File: src/rtl/core/stti_pkg.sv
package stti_pkg;

  // Field widths of the stream words.
  localparam int BrickW    = 24;
  localparam int ChildW    = 24;
  localparam int TimeIdxW  = 25;
  localparam int LevelW    = 3;
  localparam int TimeLvlW  = 4;
  localparam int NodesW    = 16;
  localparam int TnodeW    = 8;
  localparam int OutDataW  = 112;

  // Largest supported tree shape.
  localparam logic [LevelW-1:0]   MAX_OCTREE_LEVELS = 3'd6;
  localparam logic [TimeLvlW-1:0] MAX_TIME_LEVELS   = 4'd8;

  // Configuration register indexes.
  typedef enum logic [0:0] {
    CFG_OCTREE_LEVELS = 1'b0,
    CFG_TIME_LEVELS   = 1'b1
  } cfg_idx_t;

  // Shape values derived from the configuration registers.
  typedef struct packed {
    logic [LevelW-1:0]   oct_levels;  // clamped octree level count
    logic [TimeLvlW-1:0] time_levels; // clamped time level count
    logic [NodesW-1:0]   nodes;       // octree size N
    logic [BrickW-1:0]   total;       // N times the number of time nodes
    logic [TnodeW-1:0]   half;        // first time node on the last time level
  } cfg_t;

  // Number of nodes in the first d levels of an octree.
  function automatic logic [NodesW-1:0] octree_prefix(input logic [LevelW-1:0] d);
    logic [NodesW-1:0] p;
    case (d)
      3'd0:    p = 16'd0;
      3'd1:    p = 16'd1;
      3'd2:    p = 16'd9;
      3'd3:    p = 16'd73;
      3'd4:    p = 16'd585;
      3'd5:    p = 16'd4681;
      3'd6:    p = 16'd37449;
      default: p = 16'd37449;
    endcase
    return p;
  endfunction

endpackage

File: src/rtl/core/stti_cfg.sv
module stti_cfg (
  input  logic                          clk,
  input  logic                          rst_n,
  input  logic                          cfg_we,
  input  logic [0:0]                    cfg_index,
  input  logic [stti_pkg::TimeLvlW-1:0] cfg_wdata,
  output stti_pkg::cfg_t                cfg
);
  import stti_pkg::*;

  logic [LevelW-1:0]     oct_raw;
  logic [TimeLvlW-1:0]   time_raw;
  logic [LevelW-1:0]     oct_nxt;
  logic [TimeLvlW-1:0]   time_nxt;
  logic [TnodeW-1:0]     tnodes_nxt;
  logic [NodesW-1:0]     nodes_nxt;
  logic [NodesW+TnodeW-1:0] prod_nxt;
  cfg_t                  cfg_r;
  cfg_t                  cfg_nxt;

  // Pick the value each register will hold after this edge.
  always_comb begin
    oct_raw  = cfg_r.oct_levels;
    time_raw = cfg_r.time_levels;
    if (cfg_we && (cfg_idx_t'(cfg_index) == CFG_OCTREE_LEVELS)) begin
      oct_raw = cfg_wdata[LevelW-1:0];
    end
    if (cfg_we && (cfg_idx_t'(cfg_index) == CFG_TIME_LEVELS)) begin
      time_raw = cfg_wdata;
    end
  end

  // Clamp to the supported range and derive the tree shape.
  always_comb begin
    if (oct_raw == '0) begin
      oct_nxt = 3'd1;
    end else if (oct_raw > MAX_OCTREE_LEVELS) begin
      oct_nxt = MAX_OCTREE_LEVELS;
    end else begin
      oct_nxt = oct_raw;
    end
    if (time_raw == '0) begin
      time_nxt = 4'd1;
    end else if (time_raw > MAX_TIME_LEVELS) begin
      time_nxt = MAX_TIME_LEVELS;
    end else begin
      time_nxt = time_raw;
    end
    nodes_nxt  = octree_prefix(oct_nxt);
    tnodes_nxt = TnodeW'((9'd1 << time_nxt) - 9'd1);
    prod_nxt   = nodes_nxt * tnodes_nxt;
    cfg_nxt.oct_levels  = oct_nxt;
    cfg_nxt.time_levels = time_nxt;
    cfg_nxt.nodes       = nodes_nxt;
    cfg_nxt.total       = BrickW'(prod_nxt);
    cfg_nxt.half        = tnodes_nxt >> 1;
  end

  // Shape registers; reset gives four octree levels and four time levels.
  always_ff @(posedge clk) begin
    if (!rst_n) begin
      cfg_r.oct_levels  <= 3'd4;
      cfg_r.time_levels <= 4'd4;
      cfg_r.nodes       <= 16'd585;
      cfg_r.total       <= 24'd8775;
      cfg_r.half        <= 8'd7;
    end else begin
      cfg_r <= cfg_nxt;
    end
  end

  assign cfg = cfg_r;

endmodule

File: src/rtl/core/space_time_tree_node_index.sv
// Node index unit for a space-time tree: a complete binary time tree whose
// every node holds a complete octree of N nodes, stored node-major.
// The in_ stream carries one brick index per word. The out_ stream returns
// one word per input word, in order, with the octree child, both time
// children, the leaf flags, the level numbers and the child-table entry;
// out_tuser is the in-range flag, and an index past the tree gives an all
// zero out_tdata.
// Throughput is one word per clock while the receiver does not stall. Three
// register stages of restoring division steps (quotient of eight bits,
// divisor N; the first also does the range compare) feed the output
// register, which forms the children with adds only.
// The cfg_ port writes the octree and time level counts; the derived shape
// is registered at the write edge, so a word may follow on the next clock.
// Reset (synchronous, rst_n low) empties the pipeline and sets four octree
// levels and four time levels.
// When the receiver stalls, each stage holds its word while stages behind a
// bubble keep moving; in_tready drops only once every stage is full.
module space_time_tree_node_index (
  input  logic                          clk,
  input  logic                          rst_n,
  input  logic                          in_tvalid,
  output logic                          in_tready,
  input  logic [23:0]                   in_tdata,   // node_index
  output logic                          out_tvalid,
  input  logic                          out_tready,
  // octree_child[23:0], time_left[48:24], time_right[73:49], time_leaf[74],
  // octree_leaf[75], spatial_level[78:76], temporal_level[81:79],
  // child_entry[106:82], zero fill[111:107]
  output logic [stti_pkg::OutDataW-1:0] out_tdata,
  output logic                          out_tuser,  // in_range
  input  logic                          cfg_we,
  input  logic [0:0]                    cfg_index,
  input  logic [stti_pkg::TimeLvlW-1:0] cfg_wdata
);
  import stti_pkg::*;

  cfg_t cfg;

  stti_cfg u_cfg (
    .clk       (clk),
    .rst_n     (rst_n),
    .cfg_we    (cfg_we),
    .cfg_index (cfg_index),
    .cfg_wdata (cfg_wdata),
    .cfg       (cfg)
  );

  // Stage handshake: a stage takes a word when it is empty or drains.
  logic s1_valid_r, s2_valid_r, s3_valid_r, out_valid_r;
  logic rdy1, rdy2, rdy3, rdy_out;

  assign rdy_out   = !out_valid_r || out_tready;
  assign rdy3      = !s3_valid_r || rdy_out;
  assign rdy2      = !s2_valid_r || rdy3;
  assign rdy1      = !s1_valid_r || rdy2;
  assign in_tready = rdy1;

  always_ff @(posedge clk) begin
    if (!rst_n) begin
      s1_valid_r  <= 1'b0;
      s2_valid_r  <= 1'b0;
      s3_valid_r  <= 1'b0;
      out_valid_r <= 1'b0;
    end else begin
      if (rdy1)    s1_valid_r  <= in_tvalid;
      if (rdy2)    s2_valid_r  <= s1_valid_r;
      if (rdy3)    s3_valid_r  <= s2_valid_r;
      if (rdy_out) out_valid_r <= s3_valid_r;
    end
  end

  // Stage 1: range check and quotient bits 7 and 6.
  logic [BrickW-1:0] s1_idx_r, s1_rem_r, s1_rem_nxt, s1_sh;
  logic [TnodeW-1:0] s1_q_r, s1_q_nxt;
  logic              s1_rng_r;

  always_comb begin
    s1_rem_nxt = in_tdata;
    s1_q_nxt   = '0;
    s1_sh      = '0;
    for (int b = 7; b >= 6; b--) begin
      s1_sh = BrickW'(cfg.nodes) << b;
      if (s1_rem_nxt >= s1_sh) begin
        s1_rem_nxt = s1_rem_nxt - s1_sh;
        s1_q_nxt[b] = 1'b1;
      end
    end
  end

  always_ff @(posedge clk) begin
    if (rdy1) begin
      s1_idx_r <= in_tdata;
      s1_rem_r <= s1_rem_nxt;
      s1_q_r   <= s1_q_nxt;
      s1_rng_r <= (in_tdata < cfg.total);
    end
  end

  // Stage 2: quotient bits 5 to 3.
  logic [BrickW-1:0] s2_idx_r, s2_rem_r, s2_rem_nxt, s2_sh;
  logic [TnodeW-1:0] s2_q_r, s2_q_nxt;
  logic              s2_rng_r;

  always_comb begin
    s2_rem_nxt = s1_rem_r;
    s2_q_nxt   = s1_q_r;
    s2_sh      = '0;
    for (int b = 5; b >= 3; b--) begin
      s2_sh = BrickW'(cfg.nodes) << b;
      if (s2_rem_nxt >= s2_sh) begin
        s2_rem_nxt = s2_rem_nxt - s2_sh;
        s2_q_nxt[b] = 1'b1;
      end
    end
  end

  always_ff @(posedge clk) begin
    if (rdy2) begin
      s2_idx_r <= s1_idx_r;
      s2_rem_r <= s2_rem_nxt;
      s2_q_r   <= s2_q_nxt;
      s2_rng_r <= s1_rng_r;
    end
  end

  // Stage 3: quotient bits 2 to 0; the remainder is the octree node.
  logic [BrickW-1:0] s3_idx_r, s3_rem_nxt, s3_sh;
  logic [NodesW-1:0] s3_onode_r;
  logic [TnodeW-1:0] s3_tnode_r, s3_q_nxt;
  logic              s3_rng_r;

  always_comb begin
    s3_rem_nxt = s2_rem_r;
    s3_q_nxt   = s2_q_r;
    s3_sh      = '0;
    for (int b = 2; b >= 0; b--) begin
      s3_sh = BrickW'(cfg.nodes) << b;
      if (s3_rem_nxt >= s3_sh) begin
        s3_rem_nxt = s3_rem_nxt - s3_sh;
        s3_q_nxt[b] = 1'b1;
      end
    end
  end

  always_ff @(posedge clk) begin
    if (rdy3) begin
      s3_idx_r   <= s2_idx_r;
      s3_onode_r <= s3_rem_nxt[NodesW-1:0];
      s3_tnode_r <= s3_q_nxt;
      s3_rng_r   <= s2_rng_r;
    end
  end

  // Output stage: depths and child indexes. With idx = t*N + o,
  // the octree child is idx + 7*o + 1 and the left time child 2*idx - o + N.
  logic [LevelW-1:0]   odepth;
  logic [ChildW-1:0]   child_nxt;
  logic [TimeIdxW:0]   left_wide;
  logic [TimeIdxW-1:0] left_nxt, right_nxt;
  logic                tleaf_nxt, oleaf_nxt;
  logic [LevelW-1:0]   slvl_nxt, tlvl_nxt;
  logic [TimeIdxW-1:0] entry_nxt;
  logic [TimeLvlW-1:0] tdepth_w;

  always_comb begin
    odepth = '0;
    for (int d = 1; d <= 5; d++) begin
      if ((LevelW'(d) < cfg.oct_levels) &&
          (octree_prefix(LevelW'(d)) <= s3_onode_r)) begin
        odepth = LevelW'(d);
      end
    end
    tdepth_w = '0;
    for (int d = 1; d <= 7; d++) begin
      if ((TimeLvlW'(d) < cfg.time_levels) &&
          (TnodeW'((9'd1 << d) - 9'd1) <= s3_tnode_r)) begin
        tdepth_w = TimeLvlW'(d);
      end
    end
    child_nxt = s3_idx_r + ChildW'({s3_onode_r, 3'b000}) - ChildW'(s3_onode_r) + 24'd1;
    left_wide = {1'b0, s3_idx_r, 1'b0} - (TimeIdxW+1)'(s3_onode_r)
              + (TimeIdxW+1)'(cfg.nodes);
    left_nxt  = left_wide[TimeIdxW-1:0];
    right_nxt = left_nxt + TimeIdxW'(cfg.nodes);
    tleaf_nxt = (s3_tnode_r >= cfg.half);
    oleaf_nxt = (odepth == cfg.oct_levels - 3'd1);
    slvl_nxt  = cfg.oct_levels - 3'd1 - odepth;
    tlvl_nxt  = LevelW'(cfg.time_levels - 4'd1 - tdepth_w);
    if (s3_tnode_r == '0) begin
      entry_nxt = oleaf_nxt ? '1 : TimeIdxW'(child_nxt);
    end else begin
      entry_nxt = tleaf_nxt ? '1 : left_nxt;
    end
  end

  logic [ChildW-1:0]   child_r;
  logic [TimeIdxW-1:0] left_r, right_r, entry_r;
  logic                tleaf_r, oleaf_r, rng_r;
  logic [LevelW-1:0]   slvl_r, tlvl_r;

  // Output register; an out-of-range index clears every field.
  always_ff @(posedge clk) begin
    if (rdy_out) begin
      rng_r   <= s3_rng_r;
      child_r <= s3_rng_r ? child_nxt : '0;
      left_r  <= s3_rng_r ? left_nxt  : '0;
      right_r <= s3_rng_r ? right_nxt : '0;
      tleaf_r <= s3_rng_r && tleaf_nxt;
      oleaf_r <= s3_rng_r && oleaf_nxt;
      slvl_r  <= s3_rng_r ? slvl_nxt  : '0;
      tlvl_r  <= s3_rng_r ? tlvl_nxt  : '0;
      entry_r <= s3_rng_r ? entry_nxt : '0;
    end
  end

  assign out_tvalid = out_valid_r;
  assign out_tuser  = rng_r;
  assign out_tdata  = {5'b00000, entry_r, tlvl_r, slvl_r, oleaf_r, tleaf_r,
                       right_r, left_r, child_r};

  // An index past the tree leaves every data field at zero.
  a_range_zero: assert property (@(posedge clk) disable iff (!rst_n)
    out_valid_r && !rng_r |-> out_tdata == '0)
    else $error("out-of-range word carries nonzero fields");

  // The right time child sits exactly one octree past the left one.
  a_right_step: assert property (@(posedge clk) disable iff (!rst_n)
    out_valid_r && rng_r |-> (right_r - left_r) == TimeIdxW'(cfg.nodes))
    else $error("time_right is not time_left plus N");

  // A node that is a leaf in both trees has no child-table entry.
  a_leaf_entry: assert property (@(posedge clk) disable iff (!rst_n)
    out_valid_r && rng_r && tleaf_r && oleaf_r |-> entry_r == '1)
    else $error("leaf node has a child-table entry");

  // A word in the last division stage is held while the output stalls.
  a_s3_hold: assert property (@(posedge clk) disable iff (!rst_n)
    s3_valid_r && !rdy_out |=> s3_valid_r && $stable(s3_idx_r))
    else $error("division stage lost a word under stall");

endmodule
File: config.mk
export PLATFORM = sky130hd
export DESIGN_NAME = space_time_tree_node_index
export DESIGN_NICKNAME = d
export VERILOG_FILES = /design/src/rtl/core/stti_pkg.sv /design/src/rtl/core/stti_cfg.sv /design/src/rtl/core/space_time_tree_node_index.sv
export SDC_FILE = /design/constraint.sdc
export NUM_CORES = 1
export LEC_CHECK = 0
export ABC_AREA = 1
export CAP_MARGIN = 30
export CORE_MARGIN = 3
export CORE_UTILIZATION = 41
export CTS_BUF_LIST = sky130_fd_sc_hd__clkbuf_4
export DETAILED_ROUTE_END_ITERATION = 16
export DONT_BUFFER_PORTS = 1
export HOLD_SLACK_MARGIN = 0.1
export SLEW_MARGIN = 30
export SYNTH_ARGS = -nofsm -noshare
export SYNTH_HDL_FRONTEND = slang
export SYNTH_SLANG_ARGS = --single-unit
File: constraint.sdc
create_clock -name clk -period 14.24 [get_ports clk]
set_input_delay 2.848 -clock clk [delete_from_list [all_inputs] [get_ports clk]]
set_output_delay 2.848 -clock clk [all_outputs]
set_load 0.01 [all_outputs]
==> results of run 1 <==
==> worst paths after layout <==
kind	from	slack (ps)	end	cells after the start
worst max register to register	u_cfg.cfg[35]	7110	s3_onode_r[9]	32
worst min-delay path	s1_idx_r[22]	340	s2_idx_r[22]	0
worst max-delay path	cfg_we	5890	u_cfg.cfg[28]	35
worst min register to register	s1_idx_r[22]	340	s2_idx_r[22]	0
==> placed cells by master, fill, tap and decap left out, drive strengths merged, types with 22 or more instances in the layout <==
cell type,instances
a21oi,158
clkbuf,121
clkinv,22
dfxtp,48
edfxtp,253
fa,31
ha,216
inv,679
nand2,971
nand3,214
nand4,95
nor2,417
nor3,31
o21ai,147
o22ai,22
xnor2,23
xor2,85
==> flip-flops by register name (all words and copies together), names as in the netlist, 2 cells and up <==
signal / count
u_cfg.cfg: 44
entry_r: 25
left_r: 25
right_r: 25
child_r: 24
s1_idx_r: 24
s2_idx_r: 24
s3_idx_r: 24
s2_rem_r: 21
s1_rem_r: 18
s3_onode_r: 16
s3_tnode_r: 8
s2_q_r: 5
slvl_r: 3
tlvl_r: 3
s1_q_r: 2
==> per-stage QoR <==
stage                     worst slack, ps  power, W  hold slack, ps  instances
after floorplan                      3970   0.00538             400       3563
after global placement               5330   0.00651             402       4359
after detailed placement             5170   0.00653             405       4359
after CTS                            6030   0.00736             338       4502
after global routing                 5180   0.00822             369       4504
final                                5890   0.00735             344       4504
==> routing by layer <==
layer / share of wire, % / track usage, % / routed length [µm] / vias up
met5: 0.023 / 0 / 16 / -
met4: 2.1 / 5.43 / 1440 / 2
met3: 5.4 / 3.96 / 3670 / 92
met2: 45 / 33.5 / 30500 / 481
met1: 48 / 28.4 / 32800 / 9932
li1: - / - / - / 11600
==> critical path, delay by kind of cell <==
family	cells	cell delay, ps
AND/OR/NAND/NOR	15	1710
adder cells (fa/ha/maj)	5	1700
AO/OA/AOI/OAI	10	2100
XOR/XNOR	1	320
buffers and inverters	4	380
==> power breakdown <==
group          internal, W  total, W  leakage, nW  switching, W
clock             0.000428  0.000793        0.644      0.000365
sequential         0.00132   0.00153         3.16      0.000209
combinational      0.00165   0.00504         10.3       0.00338
==> synth_stat cells, drive strengths merged (9+ instances only) <==
cell type and number:
o21ai 147, nand3b 17, o22ai 22, nor3 31
fa 31, nand3 214, nand4 95, ha 216
edfxtp 253, nand2 971, a21oi 158, xor2 85
inv 677, buf 29, dfxtp 48, nor2 417
o21bai 11, xnor2 23, nor4 9, a21boi 10
clkbuf 23, o21a 9
==> area by class of cell <==
| type | instances | area (µm²) | share of cell area (%) |
|---|---|---|---|
| multi-input combinational | 2529 | 14300 | 51.8 |
| sequential | 301 | 8560 | 30.9 |
| inverter | 681 | 2560 | 9.26 |
| tap | 837 | 1050 | 3.79 |
| clock buffer | 121 | 908 | 3.28 |
| clock inverter | 22 | 166 | 0.602 |
| timing repair buffer | 12 | 101 | 0.366 |
| antenna | 1 | 2.50 | 0.00905 |
==> cells by family (layout without fill, tap and decap cells) <==
kind of cell / count (synthesis) / in the layout
and+or+nand+nor: 1767 / 1767
buffers and inverters: 733 / 836
AOI/OAI and AO/OA: 399 / 399
DFF: 301 / 301
adders and majority gates: 247 / 247
xor gates and xnor gates: 108 / 108
other: 2 / 9
==> run_results.csv, run 1 <==
group,metric,value,unit
critical_path,max_stage_delay,530,ps
synthesis,synth_enable_flop_cells,253,
placed_design,hpwlAfterDp,55.3,mm
final_layout,final_nets,3885,
floorplanning,initial_utilization,41.6,%
route,route.antenna.remaining_nets,0,
final_layout,drive_gt1_share,8.16,%
grt,wire_length_of_the_first_global_routing_pass,110,mm
timing,rsz0062_at_grt,"false",
timing,hold_viol_final,0,
synthesis,mappedNetlistArea,25800,µm²
route,totalWireLength,68.5,mm
final_layout,final_cell_area,27700,µm²
critical_path,setup.worst_path.class,"in2reg",
synthesis,yosysWarningCount,0,
synthesis,synth-simple-area-share,30.1,%
synthesis,post-synth-top-area-fraction,29.5,%
critical_path,setup.worst_path.end_class,"flop",
synthesis,synth_fa_ha_area_share,12.9,%
timing,final.min_clock_period,8350,ps
power_and_ir_drop,power_density,266,nW/µm²
placed_design,placement.cell_area,26600,µm²
grt,grt_max_degree,84,
route,vias_per_cell,4.91,
synthesis,ys_seq_elements,301,
critical_path,cp.required,14950,ps
timing,setup_tns,0,ps
clock_tree,cts.sinks,301,
critical_path,critical_path.startpoint_type,"input pin",
floorplanning,floorplan.die.width,257,µm
final_layout,nFillCells,6492,
synthesis,synth_cell_types,61,
grt,number_of_antenna_violations_at_the_first_check_in_global_routing,2,
synthesis,yosys-mux-area-fraction,0,%
clock_tree,postCtsHoldBufs,0,
synthesis,yosys.area.top_type,"edfxtp_1",
clock_tree,cts-root-to-sink-buffers,3,
floorplanning,floorplan.core_area,61900,µm²
clock_tree,tritoncts,"yes",
route,via_count,22100,
synthesis,netlist_top_cells_area,"edfxtp_1 (30%), nand2_1 (13%), ha_1 (10%), inv_1 (9.6%), nor2_1 (5.6%)",
synthesis,synthXorXnorAreaFrac,3.67,%
timing,fmax,0.120,GHz
status,result_of_the_run,"finished, final reports clean",
final_layout,area_growth,7.40,%
synthesis,synthArstFlopShare,0,%
critical_path,cp_slowest_cell,"fa_1",
critical_path,critical_path_peak_fanout,9,
synthesis,synth_compound_gate_area_share,8.72,%
clock_tree,cts.root.buffer_cell,"clkbuf_4",
timing,setup-violations-final,0,
grt,grt_pass1_vias,21000,
power_and_ir_drop,leak_pwr,14.1,nW
power_and_ir_drop,peak_supply_drop,121,µV
floorplanning,floorplan.rows,91,
route,drtIter0Drc,1420,
route,avgRoutedWirePerCell,15.2,µm
placed_design,finalWeightedCongestion,0.944,
synthesis,synth_top_family_by_area,"simple AND/OR/NAND/NOR gates",
final_layout,fin_util,44.7,%
clock_tree,depth_of_the_cts_h_tree,3,
hold_path,worst_hold_path_type,"reg2reg",
floorplanning,boundaryPins,149,
clock_tree,number_of_buffers_added_by_the_clock_tree_synthesis_step,79,
synthesis,synth_sequential_area_ratio,33.2,%
placed_design,port_buf_inserts,0,
grt,globalRouteOverflowTotal,0,
clock_tree,clk_transition_reported_paths,70,ps
timing,max-slew-margin-rel,46.4,%
route,remaining_drc_errors,0,
timing,tightestPinTransition,799,ps
floorplanning,vertical_die_dimension,257,µm
synthesis,post_synth.cell_area_avg,7.24,µm²
flow_run,max_cap_viol_count,0,
route,firstDrtPassIters,7,
timing,clock_skew,87.5,ps
critical_path,crit_arrival,9060,ps
grt,global_route.usage.total,20.7,%
floorplanning,die-area,65900,µm²
clock_tree,cts.repair.resized,0,
clock_tree,cts.repair_timing.setup_buffer_count,0,
timing,timing.final.crit_share,58.6,%
timing,finalMaxSlewViolations,0,
clock_tree,clock_insertion_delay_worst_skew,820,ps
synthesis,synth_top_flop_cell,"edfxtp_1",
synthesis,syn-instance-count,3557,
critical_path,crit_top_cell,"nand2_1",
No activity file was read; power rests on OpenSTA's default activity.
==> run 2: changes to the inputs <==
Clock period 14.24 ns to 7.32 ns, I/O delays scaled along.
==> run 2 against run 1 <==
  * Die area did not move
  * Clock skew shrank 7.4 ps
  * Critical path depth stayed put
  * Hold slack better by 34 ps
  * Sequential power grew 94%
  * Final cell count grew 0.38%
  * Clock power grew 93%
  * Global-route usage about the same
  * Sequential cell count did not move
  * Wire length increased by 1.4%
  * Largest power group unchanged
==> run_results.csv, run 2 (synthesis gave the netlist of run 1 again) <==
group,metric,value,unit
timing,setup-violations-final,0,
status,result_of_the_run,"finished, final reports clean",
power_and_ir_drop,power,0.0143,W
grt,global_route.usage.total,20.7,%
timing,setup_tns,0,ps
route,vias_per_cell,4.93,
power_and_ir_drop,sw_frac_of_total,54.0,%
final_layout,area_growth,7.62,%
route,route.antenna.remaining_nets,0,
final_layout,final_nets,3898,
critical_path,reg2reg_setup_slack,690,ps
floorplanning,floorplan.core_area,61900,µm²
critical_path,cp.required,7830,ps
grt,grt_pass1_vias,20700,
final_layout,final_cell_count_no_fill,4521,
timing,fmax,0.151,GHz
critical_path,critical_path.reg2reg.endpoint,"s2_rem_r[13]",
power_and_ir_drop,leak_pwr,14.1,nW
clock_tree,tritoncts,"yes",
clock_tree,depth_of_the_cts_h_tree,3,
final_layout,fin_util,44.7,%
grt,number_of_antenna_violations_at_the_first_check_in_global_routing,2,
floorplanning,die-area,65900,µm²
placed_design,port_buf_inserts,0,
flow_run,max_cap_viol_count,0,
power_and_ir_drop,share_seq_of_total_power,20.7,%
power_and_ir_drop,power_density,516,nW/µm²
final_layout,final_common_cell,"nand2_1",
grt,grt_max_degree,83,
route,firstDrtPassIters,5,
clock_tree,cts.repair_timing.setup_buffer_count,0,
power_and_ir_drop,clock_power_share,10.7,%
power_and_ir_drop,peak_supply_drop,204,µV
grt,wire_length_of_the_first_global_routing_pass,110,mm
clock_tree,cts.sinks,301,
floorplanning,initial_utilization,41.6,%
critical_path,cp_slowest_cell,"dfxtp_1",
clock_tree,postCtsHoldBufs,0,
hold_path,holdCritStartpoint,"s2_idx_r[9]",
route,via_count,22300,
floorplanning,vertical_die_dimension,257,µm
placed_design,hpwlAfterDp,55.7,mm
critical_path,reg2regPathDepth,35,
floorplanning,floorplan.die.width,257,µm
critical_path,setup.worst_path.class,"reg2reg",
power_and_ir_drop,power.net_switching,0.00773,W
timing,rsz0062_at_grt,"false",
critical_path,worstReg2RegStart,"u_cfg.cfg[47]",
route,totalWireLength,69.4,mm
critical_path,setup.worst_path.end_class,"flop",
final_layout,final_cell_mix,"nand2_1 (909), inv_1 (653), nor2_1 (382), edfxtp_1 (253), ha_1 (216)",
power_and_ir_drop,combinational_power_share,68.6,%
timing,max-slew-margin-rel,47.1,%
hold_path,worst_hold_path_type,"reg2reg",
critical_path,critical_path_peak_fanout,31,
final_layout,drive_gt1_share,8.37,%
critical_path,critical_path.startpoint_type,"flop",
route,drtIter0Drc,1520,
clock_tree,number_of_buffers_added_by_the_clock_tree_synthesis_step,83,
timing,hold_viol_final,0,
route,remaining_drc_errors,0,
floorplanning,boundaryPins,149,
clock_tree,cts-root-to-sink-buffers,3,
floorplanning,floorplan.rows,91,
route,avgRoutedWirePerCell,15.4,µm
timing,final.min_clock_period,6630,ps
timing,timing.final.crit_share,90.5,%
power_and_ir_drop,power.internal,0.00659,W
critical_path,max_stage_delay,480,ps
clock_tree,cts.repair.resized,0,
critical_path,crit_arrival,7140,ps
timing,clock_skew,80.1,ps
hold_path,timing.hold.worst_path_depth,0,
clock_tree,cts.root.buffer_cell,"clkbuf_4",
placed_design,finalWeightedCongestion,0.920,
clock_tree,clock_insertion_delay_worst_skew,820,ps
final_layout,largest_register_ffs,44,
timing,tightestPinTransition,789,ps
placed_design,placed_cells,4369,
timing,finalMaxSlewViolations,0,
critical_path,crit_top_cell,"nand2_1",
grt,globalRouteOverflowTotal,0,
hold_path,timing.hold.worst_endpoint,"s3_idx_r[9]",
clock_tree,clk_transition_reported_paths,60,ps
==> run 2: cell types whose count changed in the layout (fill, tap and decap cells not counted), sizes merged <==
cell and change:
clkinv +7, buf +9, inv -1, diode +3
bufinv -1, clkbuf -1, clkinvlp +1
==> run 2: worst max-delay path by stage <==
stage                        from             to  depth (start not counted)  slack, ps
floorplan                  cfg_we  u_cfg.cfg[28]                         36        580
CTS                 u_cfg.cfg[47]   s2_rem_r[13]                         35        770
detailed placement         cfg_we  u_cfg.cfg[28]                         37        410
global route        u_cfg.cfg[47]   s2_rem_r[13]                         35         70
global placement           cfg_we  u_cfg.cfg[28]                         37        480
finish              u_cfg.cfg[47]   s2_rem_r[13]                         35        690
==> run 2: area by class of cell <==
class,instances,area [µm²]
Fill cell,6474,34200
Multi-Input combinational cell,2529,14300
Sequential cell,301,8560
Inverter,681,2560
Tap cell,837,1050
Clock buffer,120,901
Clock inverter,28,165
Timing Repair Buffer,21,161
Antenna cell,4,10.0
==> run 2: power by group through the flow <==
stage	clock [W]	sequential, W	combinational [W]
2_1_floorplan	0	0.00286	0.00760
3_3_place_gp	0	0.00300	0.00967
3_5_place_dp	0	0.00300	0.00972
4_1_cts	0.00158	0.00297	0.00977
5_1_grt	0.00168	0.00301	0.0113
6_report	0.00153	0.00297	0.00981
==> run 2: metal layers <==
layer	GRT usage [%]	share of wire, %
met5	0	0
met4	5.26	1.7
met3	3.81	4.9
met2	33.4	45
met1	28.6	48
==> run 2: worst max-delay path, delay by kind of cell, from the launching register on <==
family | cells | cell delay [ps]
XOR/XNOR | 2 | 420
flip-flops | 1 | 480
AO/OA/AOI/OAI | 3 | 890
buffers and inverters | 10 | 1090
adder cells (fa/ha/maj) | 3 | 1130
AND/OR/NAND/NOR | 17 | 2330
==> run 2: per-stage QoR <==
step	cell area (µm²)	hold WS, ps	worst slack (ps)
4_1_cts	27700	364	773
5_1_grt	27700	390	69.3
3_5_place_dp	26600	405	414
6_report	27700	379	694
3_3_place_gp	26600	402	481
2_1_floorplan	25800	400	577
==> run 3: changes to the inputs <==
Settings changed: PLACE_DENSITY from default to 0.69.
==> run 3 against run 2 <==
  * Count of clock-buffer cells in the layout shrank 1
  * Setup slack gained 11 ps
  * Final area is essentially flat
  * Critical endpoint is now s2_rem_r[17]
==> run_results.csv, run 3 (synthesis gave the netlist of run 1 again) <==
group,metric,value,unit
clock_tree,tritoncts,"yes",
critical_path,cp_slowest_cell,"ha_1",
grt,wire_length_of_the_first_global_routing_pass,110,mm
grt,grt_pass1_vias,21200,
clock_tree,cts.root.buffer_cell,"clkbuf_4",
critical_path,crit_arrival,7140,ps
timing,rsz0062_at_grt,"false",
timing,setup_tns,0,ps
timing,tightestPinTransition,856,ps
floorplanning,floorplan.core_area,61900,µm²
route,route.antenna.remaining_nets,0,
route,met3WireLength,4.52,mm
final_layout,final_common_cell,"nand2_1",
placed_design,hpwlAfterDp,55.1,mm
timing,final.min_clock_period,6610,ps
clock_tree,cts.sinks,301,
critical_path,worstPathBufferInverterCount,10,
route,drtIter0Drc,1740,
clock_tree,clk_transition_reported_paths,60,ps
power_and_ir_drop,peak_supply_drop,252,µV
clock_tree,cts-root-to-sink-buffers,3,
placed_design,placement.cell_area,26600,µm²
timing,hold_viol_final,0,
route,firstDrtPassIters,5,
floorplanning,vertical_die_dimension,257,µm
floorplanning,initial_utilization,41.6,%
grt,number_of_antenna_violations_at_the_first_check_in_global_routing,5,
final_layout,area_growth,7.61,%
final_layout,largest_register_ffs,44,
critical_path,cp.required,7850,ps
critical_path,setup.worst_path.class,"reg2reg",
route,wl_met2,30.4,mm
critical_path,crit_top_cell,"nand2_1",
timing,max-slew-margin-rel,42.5,%
critical_path,critical_path.startpoint_type,"flop",
final_layout,final_cell_area,27700,µm²
route,avgRoutedWirePerCell,15.1,µm
hold_path,worst_hold_path_type,"reg2reg",
placed_design,finalWeightedCongestion,0.953,
grt,globalRouteOverflowTotal,0,
status,result_of_the_run,"finished, final reports clean",
final_layout,ff_latch_area,8560,µm²
timing,setup-violations-final,0,
flow_run,max_cap_viol_count,0,
final_layout,drive_gt1_share,8.29,%
floorplanning,die-area,65900,µm²
clock_tree,number_of_buffers_added_by_the_clock_tree_synthesis_step,80,
floorplanning,boundaryPins,149,
route,vias_per_cell,5.01,
clock_tree,clock_insertion_delay_worst_skew,830,ps
route,via_count,22600,
power_and_ir_drop,leak_pwr,14.1,nW
route,totalWireLength,68.4,mm
route,route.top_layer_used,"met4",
grt,global_route.usage.total,20.5,%
final_layout,fin_util,44.7,%
final_layout,multi_input_area,14300,µm²
route,remaining_drc_errors,0,
timing,clock_skew,90.5,ps
critical_path,kind_of_cell_adding_the_most_delay_to_the_critical_path,"simple AND/OR/NAND/NOR gates",
timing,finalMaxSlewViolations,0,
floorplanning,floorplan.die.width,257,µm
critical_path,setup.worst_path.end_class,"flop",
grt,grt_max_degree,86,
final_layout,final_nets,3898,
route,wl_met1,32.1,mm
critical_path,max_stage_delay,410,ps
clock_tree,cts.repair_timing.setup_buffer_count,0,
floorplanning,floorplan.rows,91,
power_and_ir_drop,power_density,515,nW/µm²
placed_design,port_buf_inserts,0,
critical_path,critical_path_peak_fanout,31,
final_layout,final_cell_mix,"nand2_1 (910), inv_1 (653), nor2_1 (383), edfxtp_1 (253), ha_1 (216)",
final_layout,nFillCells,6335,
timing,timing.final.crit_share,90.4,%
clock_tree,depth_of_the_cts_h_tree,3,
timing,fmax,0.151,GHz
## run 3: cell count changes in the layout (fill, tap and decap cells not counted), sizes merged
cell | previous run | this run
diode | 4 | 1
buf | 21 | 24
clkinv | 29 | 27
inv | 678 | 677
clkbuf | 120 | 119
clkinvlp | 1 | 2
## run 3: repair_timing
| action | in CTS | in global routing |
|---|---|---|
| endpoints found under the setup margin | 0 | 4 |
| resized for setup | 0 | 1 |
| hold buffers | 0 | 0 |
## run 3: cell type report
class,count,area share [%]
Inverter,681,9.25
Clock inverter,26,0.542
Multi-Input combinational cell,2529,51.6
Clock buffer,119,3.22
Antenna cell,1,0.00903
Sequential cell,301,30.9
Tap cell,837,3.78
Timing Repair Buffer,24,0.691
## run 3: power breakdown
group | internal (W) | switching, W | total [W]
Sequential | 0.00256 | 0.000403 | 0.00296
Combinational | 0.00323 | 0.00658 | 0.00981
Clock | 0.000786 | 0.000720 | 0.00151
## run 3: worst paths after layout
kind | from | to | slack [ps] | cells past startpoint
worst max-delay path | u_cfg.cfg[41] | s2_rem_r[17] | 710 | 37
worst min-delay path | s2_idx_r[20] | s3_idx_r[20] | 360 | 0
worst max register to register | u_cfg.cfg[41] | s2_rem_r[17] | 710 | 37
worst min register to register | s2_idx_r[20] | s3_idx_r[20] | 360 | 0
## run 3: through the flow
| stage | instances | setup WS [ps] | power (W) | hold slack (ps) |
|---|---|---|---|---|
| final | 4518 | 705 | 0.0143 | 357 |
| after floorplan | 3563 | 577 | 0.0105 | 400 |
| after detailed placement | 4371 | 412 | 0.0127 | 405 |
| after global routing | 4518 | 42.1 | 0.0158 | 375 |
| after global placement | 4371 | 530 | 0.0126 | 401 |
| after CTS | 4516 | 719 | 0.0142 | 341 |
## run 3: per-layer routing
| layer | vias up | global-route usage, % |
|---|---|---|
| met1 | 10200 | 28.4 |
| met5 | - | 0 |
| met3 | 90 | 3.65 |
| met2 | 671 | 32.9 |
| met4 | 0 | 5.61 |
| li1 | 11600 | - |
